$ cat config.mk
export PLATFORM = sky130hd
export DESIGN_NAME = interval_min_max_mean_stats
export DESIGN_NICKNAME = d
export VERILOG_FILES = /design/src/rtl/imms_pkg.sv /design/src/rtl/interval_min_max_mean_stats.sv
export SDC_FILE = /design/constraint.sdc
export NUM_CORES = 1
export LEC_CHECK = 0
export CAP_MARGIN = 25
export CORE_UTILIZATION = 50
export CTS_CLUSTER_DIAMETER = 120
export DETAILED_ROUTE_END_ITERATION = 10
export DONT_BUFFER_PORTS = 1
export HOLD_SLACK_MARGIN = 0.02
export PLACE_DENSITY = 0.67
export SLEW_MARGIN = 20
export SYNTH_ARGS = -nofsm -noshare
export SYNTH_HDL_FRONTEND = slang
export SYNTH_SLANG_ARGS = --single-unit
$ cat constraint.sdc
create_clock -name clk -period 9.5 [get_ports clk]
set_input_delay 1.425 -clock clk [delete_from_list [all_inputs] [get_ports clk]]
set_output_delay 1.425 -clock clk [all_outputs]
set_load 0.01 [all_outputs]
$ cat src/rtl/imms_pkg.sv
// shared constants for the interval min / max / mean statistics block
// no dependencies
package imms_pkg;

	localparam int DATA_W    = 32;	// sample and statistic field width
	localparam int CNT_OUT_W = 16;	// count field width

	// action codes carried on the input beat
	localparam logic ACT_SAMPLE = 1'b0;
	localparam logic ACT_FLUSH  = 1'b1;

endpackage

$ cat src/rtl/interval_min_max_mean_stats.sv
// interval min / max / mean statistics, top level; depends on imms_pkg
// sample beats: folded into the accumulators at the accepting edge, one beat per cycle
// while idle (in_ready is low otherwise); flush: the restoring divider shifts one quotient
// bit per cycle over SUM_W = SAMPLE_WIDTH + COUNT_WIDTH (48 by default) dividend bits,
// an empty interval skips it; the result is registered, then new beats are accepted
// reset: arst_n clears the accumulators (min to most positive, max to most negative)
module interval_min_max_mean_stats #(
	parameter int SAMPLE_WIDTH = 32,
	parameter int COUNT_WIDTH  = 16
) (
	input  logic                          clk,
	input  logic                          arst_n,
	input  logic                          in_valid,
	output logic                          in_ready,
	input  logic                          action,
	input  logic [imms_pkg::DATA_W-1:0]    sample,
	output logic                          out_valid,
	input  logic                          out_ready,
	output logic [imms_pkg::DATA_W-1:0]    mean_out,
	output logic [imms_pkg::DATA_W-1:0]    max_out,
	output logic [imms_pkg::DATA_W-1:0]    min_out,
	output logic [imms_pkg::CNT_OUT_W-1:0] count_out,
	output logic                          saturated
);
	import imms_pkg::*;

	localparam int SW     = SAMPLE_WIDTH;
	localparam int CW     = COUNT_WIDTH;
	localparam int SUM_W  = SW + CW;	// wide enough for count * sample
	localparam int STEP_W = $clog2(SUM_W);

	typedef enum logic [1:0] {
		ST_IDLE,
		ST_DIV,
		ST_DONE
	} state_t;

	state_t state_q;

	// running accumulators
	logic [SW-1:0]    min_q;
	logic [SW-1:0]    max_q;
	logic [SUM_W-1:0] sum_q;
	logic [CW-1:0]    cnt_q;
	logic             drop_q;

	// snapshot of the interval taken at flush, held while dividing
	logic [SW-1:0]    snap_min_q;
	logic [SW-1:0]    snap_max_q;
	logic [CW-1:0]    snap_cnt_q;
	logic             snap_drop_q;
	logic             neg_q;

	// serial divider: dividend shifts out of quo_q msb first, quotient bits shift in
	logic [SUM_W-1:0]  quo_q;
	logic [CW-1:0]     rem_q;
	logic [STEP_W-1:0] step_q;

	// output register
	logic             out_valid_q;
	logic [DATA_W-1:0] mean_q;
	logic [DATA_W-1:0] max_out_q;
	logic [DATA_W-1:0] min_out_q;
	logic [CNT_OUT_W-1:0] count_q;
	logic             sat_q;

	logic             in_fire;
	logic             smp_fire;
	logic             fl_fire;
	logic [SW-1:0]    smp_v;
	logic [SUM_W-1:0] smp_ext;
	logic [SUM_W-1:0] sum_mag;
	logic [CW:0]      div_shift;
	logic [CW+1:0]    div_diff;
	logic             div_qbit;
	logic [SW-1:0]    quo_sw;
	logic [SW-1:0]    mean_sw;
	logic             out_free;

	assign in_ready  = (state_q == ST_IDLE);
	assign in_fire   = in_valid && in_ready;
	assign smp_fire  = in_fire && (action == ACT_SAMPLE);
	assign fl_fire   = in_fire && (action == ACT_FLUSH);
	assign out_free  = !out_valid_q || out_ready;

	// low SAMPLE_WIDTH bits of the port, zero filled above the port width
	assign smp_v   = SW'(sample);
	assign smp_ext = SUM_W'($signed(smp_v));

	// magnitude of the sum for an unsigned divide, sign restored at the end
	assign sum_mag = sum_q[SUM_W-1] ? (~sum_q + SUM_W'(1)) : sum_q;

	// one restoring step: bring in the next dividend bit, trial subtract
	assign div_shift = {rem_q, quo_q[SUM_W-1]};
	assign div_diff  = {1'b0, div_shift} - (CW+2)'(snap_cnt_q);
	assign div_qbit  = !div_diff[CW+1];

	// mean fits in the sample width, so the quotient is negated there
	assign quo_sw  = quo_q[SW-1:0];
	assign mean_sw = neg_q ? (~quo_sw + SW'(1)) : quo_sw;

	always_ff @(posedge clk or negedge arst_n) begin
		if (!arst_n) begin
			state_q     <= ST_IDLE;
			min_q       <= {1'b0, {(SW-1){1'b1}}};
			max_q       <= {1'b1, {(SW-1){1'b0}}};
			sum_q       <= '0;
			cnt_q       <= '0;
			drop_q      <= 1'b0;
			out_valid_q <= 1'b0;
			mean_q      <= '0;
			max_out_q   <= '0;
			min_out_q   <= '0;
			count_q     <= '0;
			sat_q       <= 1'b0;
		end else begin
			// in ST_DONE the result load below decides the output valid
			if (out_valid_q && out_ready && state_q != ST_DONE) begin
				out_valid_q <= 1'b0;
			end

			case (state_q)
				ST_IDLE: begin
					if (smp_fire) begin
						if (cnt_q == '1) begin
							// count full: sample dropped, only the flag moves
							drop_q <= 1'b1;
						end else begin
							if ($signed(smp_v) < $signed(min_q)) begin
								min_q <= smp_v;
							end
							if ($signed(smp_v) > $signed(max_q)) begin
								max_q <= smp_v;
							end
							sum_q <= sum_q + smp_ext;
							cnt_q <= cnt_q + CW'(1);
						end
					end else if (fl_fire) begin
						// snapshot goes to the divider, accumulators start over
						min_q  <= {1'b0, {(SW-1){1'b1}}};
						max_q  <= {1'b1, {(SW-1){1'b0}}};
						sum_q  <= '0;
						cnt_q  <= '0;
						drop_q <= 1'b0;
						// empty interval needs no divide
						state_q <= (cnt_q == '0) ? ST_DONE : ST_DIV;
					end
				end
				ST_DIV: begin
					if (step_q == '0) begin
						state_q <= ST_DONE;
					end
				end
				ST_DONE: begin
					if (out_free) begin
						out_valid_q <= 1'b1;
						count_q     <= CNT_OUT_W'(snap_cnt_q);
						sat_q       <= snap_drop_q;
						if (snap_cnt_q == '0) begin
							mean_q    <= '0;
							max_out_q <= '0;
							min_out_q <= '0;
						end else begin
							mean_q    <= DATA_W'($signed(mean_sw));
							max_out_q <= DATA_W'($signed(snap_max_q));
							min_out_q <= DATA_W'($signed(snap_min_q));
						end
						state_q <= ST_IDLE;
					end
				end
				default: begin
					state_q <= ST_IDLE;
				end
			endcase
		end
	end

	// divider datapath and interval snapshot
	always_ff @(posedge clk) begin
		if (fl_fire) begin
			snap_min_q  <= min_q;
			snap_max_q  <= max_q;
			snap_cnt_q  <= cnt_q;
			snap_drop_q <= drop_q;
			neg_q       <= sum_q[SUM_W-1];
			quo_q       <= sum_mag;
			rem_q       <= '0;
			step_q      <= STEP_W'(SUM_W - 1);
		end else if (state_q == ST_DIV) begin
			rem_q  <= div_qbit ? div_diff[CW-1:0] : div_shift[CW-1:0];
			quo_q  <= {quo_q[SUM_W-2:0], div_qbit};
			step_q <= step_q - STEP_W'(1);
		end
	end

	assign out_valid = out_valid_q;
	assign mean_out  = mean_q;
	assign max_out   = max_out_q;
	assign min_out   = min_out_q;
	assign count_out = count_q;
	assign saturated = sat_q;

endmodule

* Word level (Yosys, flattened, before mapping)
Cells that the tools add are included.
** Word-level totals
- Register bits :: 397
- Output and inout port bits :: 115
** Cells by class
- Add/sub/neg operators :: 6
- Magnitude comparators :: 2
- Equal/unequal tests :: 12
- Multiplexer cells :: 34
- Bitwise gates (word level) :: 3
- Reduce and logical (&&, ||, !) cells :: 20
** Operator list (count)
- $mux W32 :: 12
- $mux W48 :: 6
- $mux W16 :: 4
- $add A48 B1 Y48 const B :: 1
- $add A48 B48 Y48 :: 1
- $not A48 Y48 :: 1
- $add A32 B1 Y32 const B :: 1
- $gt A32 B32 Y1 :: 1
- $logic_not A16 Y1 :: 2
- $lt A32 B32 Y1 :: 1
- $not A32 Y32 :: 1
- $sub A17 B16 Y18 :: 1
- $add A16 B1 Y16 const B :: 1
- $eq A16 B16 Y1 const B :: 1
- $reduce_and A4 Y1 :: 3
- $mux W2 :: 5
- $ne A2 B2 Y1 const B :: 5
- $ne A2 B1 Y1 const B :: 4
- $logic_not A6 Y1 :: 1
- $mux W1 :: 6
- $pmux W2 S3 :: 1
- $reduce_and A3 Y1 :: 2
- $sub A6 B1 Y6 const B :: 1
- $logic_and A1 B1 Y1 :: 5
- other kinds (8) :: 10

* Logic depth before layout (Yosys ltp)
Gate-level depths: netlist of the first run.
- Word-level depth :: 6
- Gate-level depth with buffers :: 14

* Least setup slack after synthesis of the first run
No wires, ideal clock.
- Path type :: input to register
- Start :: input in_valid
- End :: register neg_q, enable pin
- Setup time :: 0.478 ns
- Arrival time :: 4.745 ns
- Setup slack :: 4.276 ns
- Stages on the path :: 7
- Cell sequence :: and2_1 clkbuf_1 nand2_1 clkbuf_1 inv_1 clkbuf_1 clkbuf_1
** Between the ends
- Longest elaborated chain between the ends :: 2
** Ends and longest elaborated chain
- start: declaration :: RTL line interval_min_max_mean_stats.sv:13 : input logic in_valid,
- $logic_and A1 B1 Y1 :: RTL line interval_min_max_mean_stats.sv:81 : assign in_fire = in_valid && in_ready;
- $logic_and A1 B1 Y1 :: RTL line interval_min_max_mean_stats.sv:83 : assign fl_fire = in_fire && (action == ACT_FLUSH);
- net fl_fire :: RTL line interval_min_max_mean_stats.sv:69 : logic fl_fire;
- end signal: assignment :: RTL line interval_min_max_mean_stats.sv:185 : neg_q <= sum_q[SUM_W-1];
- end: declaration :: RTL line interval_min_max_mean_stats.sv:52 : logic neg_q;
The timed path passes the listed nets, and every way through them passes these cells.
A chain may end at the register's enable or synchronous reset.

* Final worst setup path of the first run
- Start :: register sum_q[18]
- End :: register quo_q[37], data pin
** Between the ends
- Longest elaborated chain between the ends :: 4
** Ends and longest elaborated chain
- start: declaration :: RTL line interval_min_max_mean_stats.sv:43 : logic [SUM_W-1:0] sum_q;
- start signal: assignment :: RTL line interval_min_max_mean_stats.sv:135 : sum_q <= sum_q + smp_ext;
- $not A48 Y48 :: RTL line interval_min_max_mean_stats.sv:91 : assign sum_mag = sum_q[SUM_W-1] ? (~sum_q + SUM_W'(1)) : sum_q;
- $add A48 B1 Y48 :: RTL line interval_min_max_mean_stats.sv:91
- $mux W48 :: RTL line interval_min_max_mean_stats.sv:91
- $mux W48 :: RTL line interval_min_max_mean_stats.sv:180 : if (fl_fire) begin
- end signal: assignment :: RTL line interval_min_max_mean_stats.sv:186 : quo_q <= sum_mag;
- end signal: assignment :: RTL line interval_min_max_mean_stats.sv:191 : quo_q <= {quo_q[SUM_W-2:0], div_qbit};
- end: declaration :: RTL line interval_min_max_mean_stats.sv:55 : logic [SUM_W-1:0] quo_q;
Every way passes these cells.

==> results of run 1 <==
-- worst max path at each step --
stage                from         to  slack (ns)  cells after the start
6_report        sum_q[18]  quo_q[37]        5.37                      9
5_1_grt         sum_q[16]  quo_q[37]        5.25                      9
4_1_cts         sum_q[16]  quo_q[41]        5.40                      9
3_5_place_dp   sample[17]  min_q[28]        4.95                     12
3_3_place_gp   sample[21]  min_q[25]        4.98                     12
2_1_floorplan    in_valid      neg_q        4.28                      7
-- power by group through the flow --
| stage | logic [mW] | clock network, mW | registers [mW] |
|---|---|---|---|
| after floorplan | 2.00 | 0 | 2.85 |
| after global placement | 2.41 | 0 | 3.04 |
| after detailed placement | 2.48 | 0 | 3.06 |
| after CTS | 2.50 | 1.92 | 3.03 |
| after global routing | 2.81 | 1.99 | 3.09 |
| final | 2.50 | 1.88 | 3.02 |
-- metal layers --
metal  part of all wire, %  vias to the layer above  global-route usage (%)
met2                    50                      309                    41.3
met4                   2.2                        0                    6.41
li1                      -                     7160                       -
met5                     0                        -                       0
met1                    43                     7368                    31.5
met3                   4.5                       85                    4.21
-- cell families after synthesis --
family / synth area share [%]
compound gates: 21.1
xor+xnor: 5.80
fa+ha+maj: 8.12
buf+inv: 3.68
flops: 50.5
mux: 0.396
simple gates: 10.5
-- sequential cells by signal, summed over array words and instances, names as in the netlist --
| register | cells |
|---|---|
| quo_q | 48 |
| sum_q | 48 |
| max_out | 32 |
| max_q | 32 |
| mean_out | 32 |
| min_out | 32 |
| min_q | 32 |
| snap_max_q | 32 |
| snap_min_q | 32 |
| cnt_q | 16 |
| count_out | 16 |
| rem_q | 16 |
| snap_cnt_q | 16 |
| step_q | 6 |
| state_q | 2 |
| drop_q | 1 |
| neg_q | 1 |
| out_valid | 1 |
| saturated | 1 |
| snap_drop_q | 1 |
-- critical path: stages, from the launching register on --
cell and delay, ns:
dfrtp_1 0.47, or4_4 0.58, or3_4 0.35, or3_4 0.36, or4_4 0.45, or4_4 0.51, or3_1 0.56, o21ai_0 0.29
xor2_1 0.16, o21ai_0 0.09
-- Yosys cell counts (24+ instances only) --
master    count
nor2_1       64
or3_1        31
nand2_1     196
dfrtp_1     213
a21oi_1      96
clkbuf_1     81
ha_1        132
o21ai_0     172
a21o_1       76
nand4_1      33
xnor2_1      51
inv_1       108
nand3_1      24
o22a_1       31
a22o_1      134
edfxtp_1    130
xor2_1       87
dfstp_2      32
-- per-stage QoR --
stage | std cells | power, mW | instance area [um^2] | hold WS, ns
after floorplan | 1968 | 4.85 | 20800 | 0.423
after global placement | 2419 | 5.45 | 21300 | 0.441
after detailed placement | 2420 | 5.54 | 21300 | 0.448
after CTS | 2502 | 7.45 | 22900 | 0.461
after global routing | 2503 | 7.89 | 23000 | 0.476
final | 2503 | 7.41 | 23000 | 0.456
-- final cells by class --
class	instances	area share, %
Clock buffer	65	6.09
Clock inverter	17	1.12
Inverter	108	1.78
Multi-Input combinational cell	1369	41.8
Sequential cell	397	45.8
Tap cell	532	2.90
Timing Repair Buffer	15	0.561
==> results_dict.tcl, run 1 <==
set metrics [dict create \
    status "completed" \
    die_h_um 206 \
    switching_share_pct 37.6 \
    rsz0062_at_grt "false" \
    hold_end "max_out[6]" \
    cts_buffer_depth 3 \
    cp-end-kind "flip-flop" \
    final_core_util_pct 56.1 \
    worstPathMaxFanout 8 \
    fmax_mhz 242 \
    first_pass_iters 5 \
    drc_errors 0 \
    worst_pin_slew_ns 0.968 \
    cts_setup_buffers 0 \
    drive_above_1_share_pct 7.71 \
    multi_input_area_um2 9600 \
    grt_use_total_pct 24.2 \
    portBuffers 0 \
    postRouteAntennaNets 0 \
    mostFrequentLayoutCell "dfrtp_1" \
    fin_ws_ns 5.37 \
    synth_fp_nets 2139 \
    hold_viol 0 \
    initial_utilization_pct 50.9 \
    antenna_found_initial 0 \
    die_w_um 206 \
    clock_sinks 397 \
    slew_viol_final 0 \
    grt_pass1_wl_um 81200 \
    num_io_pins 152 \
    p_sw_mw 2.78 \
    antenna_cells 0 \
    final-setup-viol-count 0 \
    crit_type "flip-flop to flip-flop" \
    cts_hold_buffers 0 \
    slew_headroom_pct 35.5 \
    drt-initial-drc-count 939 \
    power.density_nw_per_um2 323 \
    rr_endpoint "quo_q[37]" \
    p_leak_nw 10.1 \
    postSynthAreaPerCell_um2 10.6 \
    hpwlAfterDp_um 35200 \
    synthCells 1968 \
    arrival_ns 4.40 \
    synth_top_area_share_pct 25.6 \
    syn_area_um2 20800 \
    peakVddDrop_mv 0.175 \
    area.sequential_um2 10500 \
    reg2regPathDepth 9 \
    fin_skew_ns 0.0343 \
    cts_buffers 44 \
    vias 14922 \
    hold_start "snap_max_q[6]" \
    rrSetupSlack_ns 5.37 \
    synth_top_area_cell "dfrtp_1" \
    clockRootBuffer "clkbuf_16" \
    period_share_pct 43.5 \
    intPower_mw 4.63 \
    tns_ns 0 \
    layout_common_cells "dfrtp_1 (213), nand2_1 (195), o21ai_0 (172), a22o_1 (134), ha_1 (132)" \
    grt_pass1_vias 14723 \
    cts_tree "yes" \
    cts-htree-levels 2 \
    ys_seq_elements 397 \
    max_cap_violations 0 \
    power_frac_comb_pct 33.8 \
    power_frac_seq_pct 40.8 \
    cts_resized 0 \
    core_um2 40900 \
    grt_max_degree 246 \
    pre_cts_ws_ns 4.95 \
    die_area_um2 42500 \
    synth-main-ff-cell "dfrtp_1" \
    ys_warn_count 0 \
    wl_per_cell_um 20.1 \
    area_growth_syn_to_layout_pct 10.2 \
    worstReg2RegStart "sum_q[18]" \
    drt_wl_total_um 50400 \
    num_rows 74 \
    grt_overflow 0 \
    worstPathRequired_ns 9.77 \
    hold_class "flip-flop to flip-flop" \
    via_per_inst 5.96 \
    min_period_ns 4.13 \
    nets 2106 \
    start_kind "flip-flop" \
    synth_area_leaders "dfrtp_1 (26%), edfxtp_1 (19%), ha_1 (7.9%)" \
    ys_seq_area_share_pct 50.5 \
    clkPwrFrac_pct 25.4 \
    gp_congestion 0.886 \
    ys_types 68 \
    path_clk_slew_ns 0.06 \
    synth_edf_count 130 \
    synthArstFlopShare_pct 61.7 \
    whs_path_depth 1 \
    clk_latency_ns 0.59 \
    fillers 3492 \
]
Note: power is estimated with default switching activity, not from simulation.
==> run 2, diff against run 1 <==
==> constraint.sdc (replaced) <==
create_clock -name clk -period 4 [get_ports clk]
set_input_delay 0.6 -clock clk [delete_from_list [all_inputs] [get_ports clk]]
set_output_delay 0.6 -clock clk [all_outputs]
set_load 0.01 [all_outputs]
==> run 2 against run 1 <==
  * The flow now finishes with violations (negative hold slack)
  * Maximum frequency grew 6.9%
  * First-iteration DRC count shrank 7.2%
  * Die area is the same
  * Clock power grew 120%
  * Highest routed layer unchanged
==> results_dict.tcl, run 2 (synthesized netlist as in run 1, its figures left out) <==
set metrics [dict create \
    clk_latency_ns 0.57 \
    slowest_stage "or4_4" \
    portBuffers 0 \
    clockRootBuffer "clkbuf_16" \
    min_period_ns 3.87 \
    stdcell_count 2524 \
    cp-end-kind "flip-flop" \
    drt-initial-drc-count 871 \
    slew_headroom_pct 34.2 \
    violations "negative hold slack" \
    dp.cells 2442 \
    power.density_nw_per_um2 758 \
    area_growth_syn_to_layout_pct 10.4 \
    postRouteAntennaNets 0 \
    layout_common_cells "dfrtp_1 (213), nand2_1 (195), o21ai_0 (172), a22o_1 (134), ha_1 (132)" \
    reg_top3 "quo_q (48), sum_q (48)" \
    die_area_um2 42500 \
    hold_viol 222 \
    worstPathRequired_ns 4.29 \
    first_pass_iters 5 \
    cts_buffers 44 \
    hold_class "input pin to asynchronous set/reset pin" \
    grt_pass1_wl_um 80700 \
    antenna_found_initial 0 \
    grt_max_degree 246 \
    nets 2127 \
    num_io_pins 152 \
    vias 15011 \
    period_share_pct 96.7 \
    crit_type "flip-flop to flip-flop" \
    hpwlAfterDp_um 35800 \
    cts_tree "yes" \
    initial_utilization_pct 50.9 \
    slew_viol_final 0 \
    grt_overflow 0 \
    final_area_um2 23000 \
    cts-htree-levels 2 \
    crit_chain "or4_4 -> or3_4 -> or3_4 -> or4_4 -> or4_1 -> or3_1 -> o31ai_1 -> xor2_1 -> o21ai_0" \
    grt_pass1_vias 14638 \
    arrival_ns 4.15 \
    path_clk_slew_ns 0.06 \
    critical-path-max-stage-delay_ns 0.56 \
    grt_use_total_pct 24.3 \
    final_core_util_pct 56.2 \
    tns_ns 0 \
    peakVddDrop_mv 0.359 \
    cts_buffer_depth 3 \
    p_leak_nw 10.1 \
    final-setup-viol-count 0 \
    fmax_mhz 259 \
    whs_ns -0.277 \
    antenna_cells 0 \
    dpl-instance-area_um2 21500 \
    worstPathMaxFanout 7 \
    drive_above_1_share_pct 8.43 \
    max_cap_violations 0 \
    via_per_inst 5.95 \
    num_rows 74 \
    gp_congestion 0.868 \
    mostFrequentLayoutCell "dfrtp_1" \
    rsz0062_at_grt "false" \
    fin_skew_ns 0.0172 \
    status "finished with violations" \
    drc_errors 0 \
    die_w_um 206 \
    start_kind "flip-flop" \
    drt_wl_total_um 50800 \
    cts_setup_buffers 0 \
    worst_pin_slew_ns 0.987 \
    core_um2 40900 \
    die_h_um 206 \
    clock_sinks 397 \
    wl_per_cell_um 20.1 \
]
-- run 2: cell types whose count changed in the layout (fill, tap and decap cells not counted), moves of 3 or more --
cell       change
inv_6          +3
buf_4         +20
clkbuf_16      -3
clkbuf_1       +3
clkbuf_8       -4
clkinv_1       +3
-- run 2: per-layer routing --
layer / wire length, um / GRT usage (%)
met1: 22000 / 31.0
met2: 25400 / 41.7
met5: 0 / 0
met4: 1230 / 8.11
met3: 2160 / 4.05
-- run 2: cell type report --
class,count,area [um^2]
fill,3546,17900
sequential,397,10500
multi-input combinational,1369,9600
clock buffer,61,1280
tap,532,666
inverter,108,408
timing repair buffer,36,299
clock inverter,21,229
-- run 2: stage by stage --
step	setup slack [ns]	power (mW)
5_1_grt	0.00580	18.6
3_3_place_gp	0.129	13.1
2_1_floorplan	0.282	11.5
4_1_cts	0.0309	17.5
6_report	0.133	17.4
3_5_place_dp	0.0586	13.3
-- run 2: critical path, delay by kind of cell, from the launching register on --
kind | cells | cell delay [ns]
AO/OA/AOI/OAI | 2 | 0.37
XOR/XNOR | 1 | 0.17
flip-flops | 1 | 0.38
AND/OR/NAND/NOR | 6 | 2.67
-- run 2: path summary, 6_finish.rpt --
kind	depth (start not counted)	endpoint	from	slack, ns
worst min register to register	0	snap_min_q[31]	min_q[31]	0.44
worst min-delay path	0	min_out[12]	arst_n	-0.28
worst max register to register	9	quo_q[38]	sum_q[18]	0.13
worst max-delay path	9	quo_q[38]	sum_q[18]	0.13
min in group clk	1	max_q[20]	sample[20]	0.16
max in group asynchronous	0	sum_q[29]	arst_n	3.82
-- run 2: what timing repair did --
item / CTS / global route
endpoints found under the setup margin: 0 / 6
hold endpoints to repair: 245 / 238
resized for setup: 0 / 1
-- run 2: where the power goes --
group          internal, mW  switching (mW)  leakage [nW]
clock                  2.51            1.68         0.735
combinational          2.65            3.44          4.98
sequential             5.68            1.47          4.43
==> run 3, diff against run 2 <==
--- a/config.mk
+++ b/config.mk
@@ -6,12 +6,14 @@
 export NUM_CORES = 1
 export LEC_CHECK = 0
 export CAP_MARGIN = 25
+export CELL_PAD_IN_SITES_DETAIL_PLACEMENT = 0
+export CELL_PAD_IN_SITES_GLOBAL_PLACEMENT = 1
 export CORE_UTILIZATION = 50
 export CTS_CLUSTER_DIAMETER = 120
 export DETAILED_ROUTE_END_ITERATION = 10
 export DONT_BUFFER_PORTS = 1
 export HOLD_SLACK_MARGIN = 0.02
-export PLACE_DENSITY = 0.67
+export PLACE_DENSITY = 0.81
 export SLEW_MARGIN = 20
 export SYNTH_ARGS = -nofsm -noshare
 export SYNTH_HDL_FRONTEND = slang
==> run 3 against run 2 <==
  * The flow still finishes with violations (negative hold slack)
  * Cell count about the same
  * Power decreased by 1.1%
  * Sequential share of layout area increased by 0.16 points
  * Sequential power about the same
  * Count of clock-buffer cells in the layout increased by 4
  * Non-clock buffer count unchanged
  * Worst hold slack improved by 0.015 ns
  * Clock skew increased by 0.0039 ns
==> results_dict.tcl, run 3 (synthesized netlist as in run 1, its figures left out) <==
set metrics [dict create \
    status "finished with violations" \
    violations "negative hold slack" \
    first_pass_iters 5 \
    start_kind "flip-flop" \
    wl_per_cell_um 20.2 \
    area.sequential_um2 10500 \
    switching_share_pct 38.0 \
    reg_top3 "quo_q (48), sum_q (48)" \
    hpwlAfterDp_um 35800 \
    stdcell_count 2522 \
    drt-initial-drc-count 1047 \
    mostFrequentLayoutCell "dfrtp_1" \
    drc_errors 0 \
    cp-end-kind "flip-flop" \
    crit_start "sum_q[18]" \
    cts_buffers 44 \
    die_area_um2 42500 \
    power_frac_comb_pct 35.2 \
    rr_endpoint "quo_q[36]" \
    layout_common_cells "dfrtp_1 (213), nand2_1 (195), o21ai_0 (172), a22o_1 (134), ha_1 (132)" \
    grt_pass1_vias 14871 \
    cts_tree "yes" \
    via_per_inst 5.90 \
    drt_wl_total_um 51000 \
    final-setup-viol-count 0 \
    clockRootBuffer "clkbuf_16" \
    clock_sinks 397 \
    pre_cts_ws_ns 0.0877 \
    power_frac_seq_pct 41.5 \
    rrSetupSlack_ns 0.15 \
    p_leak_nw 10.1 \
    vias 14886 \
    fin_ws_ns 0.155 \
    peakVddDrop_mv 0.405 \
    portBuffers 0 \
    cts-htree-levels 2 \
    area_growth_syn_to_layout_pct 9.97 \
    cts_setup_buffers 0 \
    path_clk_slew_ns 0.07 \
    rsz0062_at_grt "false" \
    hold_class "input pin to asynchronous set/reset pin" \
    reg2regPathDepth 9 \
    fin_skew_ns 0.0211 \
    crit_type "flip-flop to flip-flop" \
    clk_latency_ns 0.57 \
    fillers 3577 \
    clkPwrFrac_pct 23.3 \
    core_um2 40900 \
    dpl-instance-area_um2 21500 \
    antenna_found_initial 0 \
    num_rows 74 \
    multi_input_area_um2 9610 \
    slew_viol_final 0 \
    die_h_um 206 \
    fmax_mhz 260 \
    drive_above_1_share_pct 8.34 \
    antenna_cells 0 \
    worstPathMaxFanout 7 \
    setup.worst_path.end "quo_q[36]" \
    grt_overflow 0 \
    power.density_nw_per_um2 752 \
    initial_utilization_pct 50.9 \
    dp.cells 2442 \
    num_io_pins 152 \
    die_w_um 206 \
    slew_headroom_pct 37.4 \
    whs_ns -0.262 \
    min_period_ns 3.85 \
    tns_ns 0 \
    postRouteAntennaNets 0 \
    final_area_um2 22900 \
    worstReg2RegStart "sum_q[18]" \
    worstPathRequired_ns 4.26 \
    max_cap_violations 0 \
    period_share_pct 96.1 \
    worst_pin_slew_ns 0.938 \
    cts_buffer_depth 3 \
    nets 2127 \
    hold_viol 226 \
    arrival_ns 4.11 \
    p_sw_mw 6.55 \
    intPower_mw 10.7 \
    grt_pass1_wl_um 82000 \
    grt_use_total_pct 24.7 \
    grt_max_degree 246 \
    gp_congestion 0.880 \
]
-- run 3: cell types whose count changed in the layout (fill, tap and decap cells not counted), sizes merged --
cell,delta
clkinv,-3
bufinv,-2
inv,-2
clkbuf,+4
clkinvlp,+1
-- run 3: power groups by stage --
stage                     registers (mW)  logic, mW  clock network, mW
after floorplan                     6.75       4.75                  0
after global placement              7.20       5.84                  0
after detailed placement            7.24       6.00                  0
after CTS                           7.18       6.06               4.11
after global routing                7.32       6.83               4.27
final                               7.16       6.06               4.02
-- run 3: what timing repair did --
item | in CTS | in global routing
gates resized for setup | 0 | 2
endpoints found under the setup margin | 0 | 9
endpoints found under the hold margin | 245 | 245
-- run 3: through the flow --
step | total power [mW] | util [%]
2_1_floorplan | 11.5 | -
3_3_place_gp | 13.0 | 52.5
3_5_place_dp | 13.2 | 52.5
4_1_cts | 17.3 | 56.0
5_1_grt | 18.4 | 56.0
6_report | 17.2 | 56.0
-- run 3: critical path, cell delays in order (launching register included) --
cell     delay (ns)
dfrtp_1        0.38
or4_4          0.55
or3_4          0.35
or3_4          0.36
or4_4          0.45
or4_1          0.49
or3_4          0.40
o41ai_2        0.24
xor2_1         0.20
o21ai_0        0.12
-- run 3: worst min-delay path by stage --
stage	end	slack, ns
6_report	min_out[8]	-0.26
5_1_grt	min_out[11]	-0.29
4_1_cts	sum_q[30]	-0.29
3_5_place_dp	max_out[12]	0.31
3_3_place_gp	max_out[12]	0.31
2_1_floorplan	cnt_q[0]	0.30
-- run 3: layout make-up --
cell class	instances	area share [%]
flip-flops and latches	397	45.9
multi-input cells	1369	41.9
clock buffers	65	5.69
well taps	532	2.90
inverters	108	1.78
repair buffers	36	1.23
clock inverters	15	0.579
-- run 3: layer usage --
metal	share of wire [%]	wire length, um	global-route usage (%)
met1	44	22600	32.5
met2	49	24900	41.4
met3	4.7	2390	4.49
met4	2.4	1210	7.17
met5	0	0	0
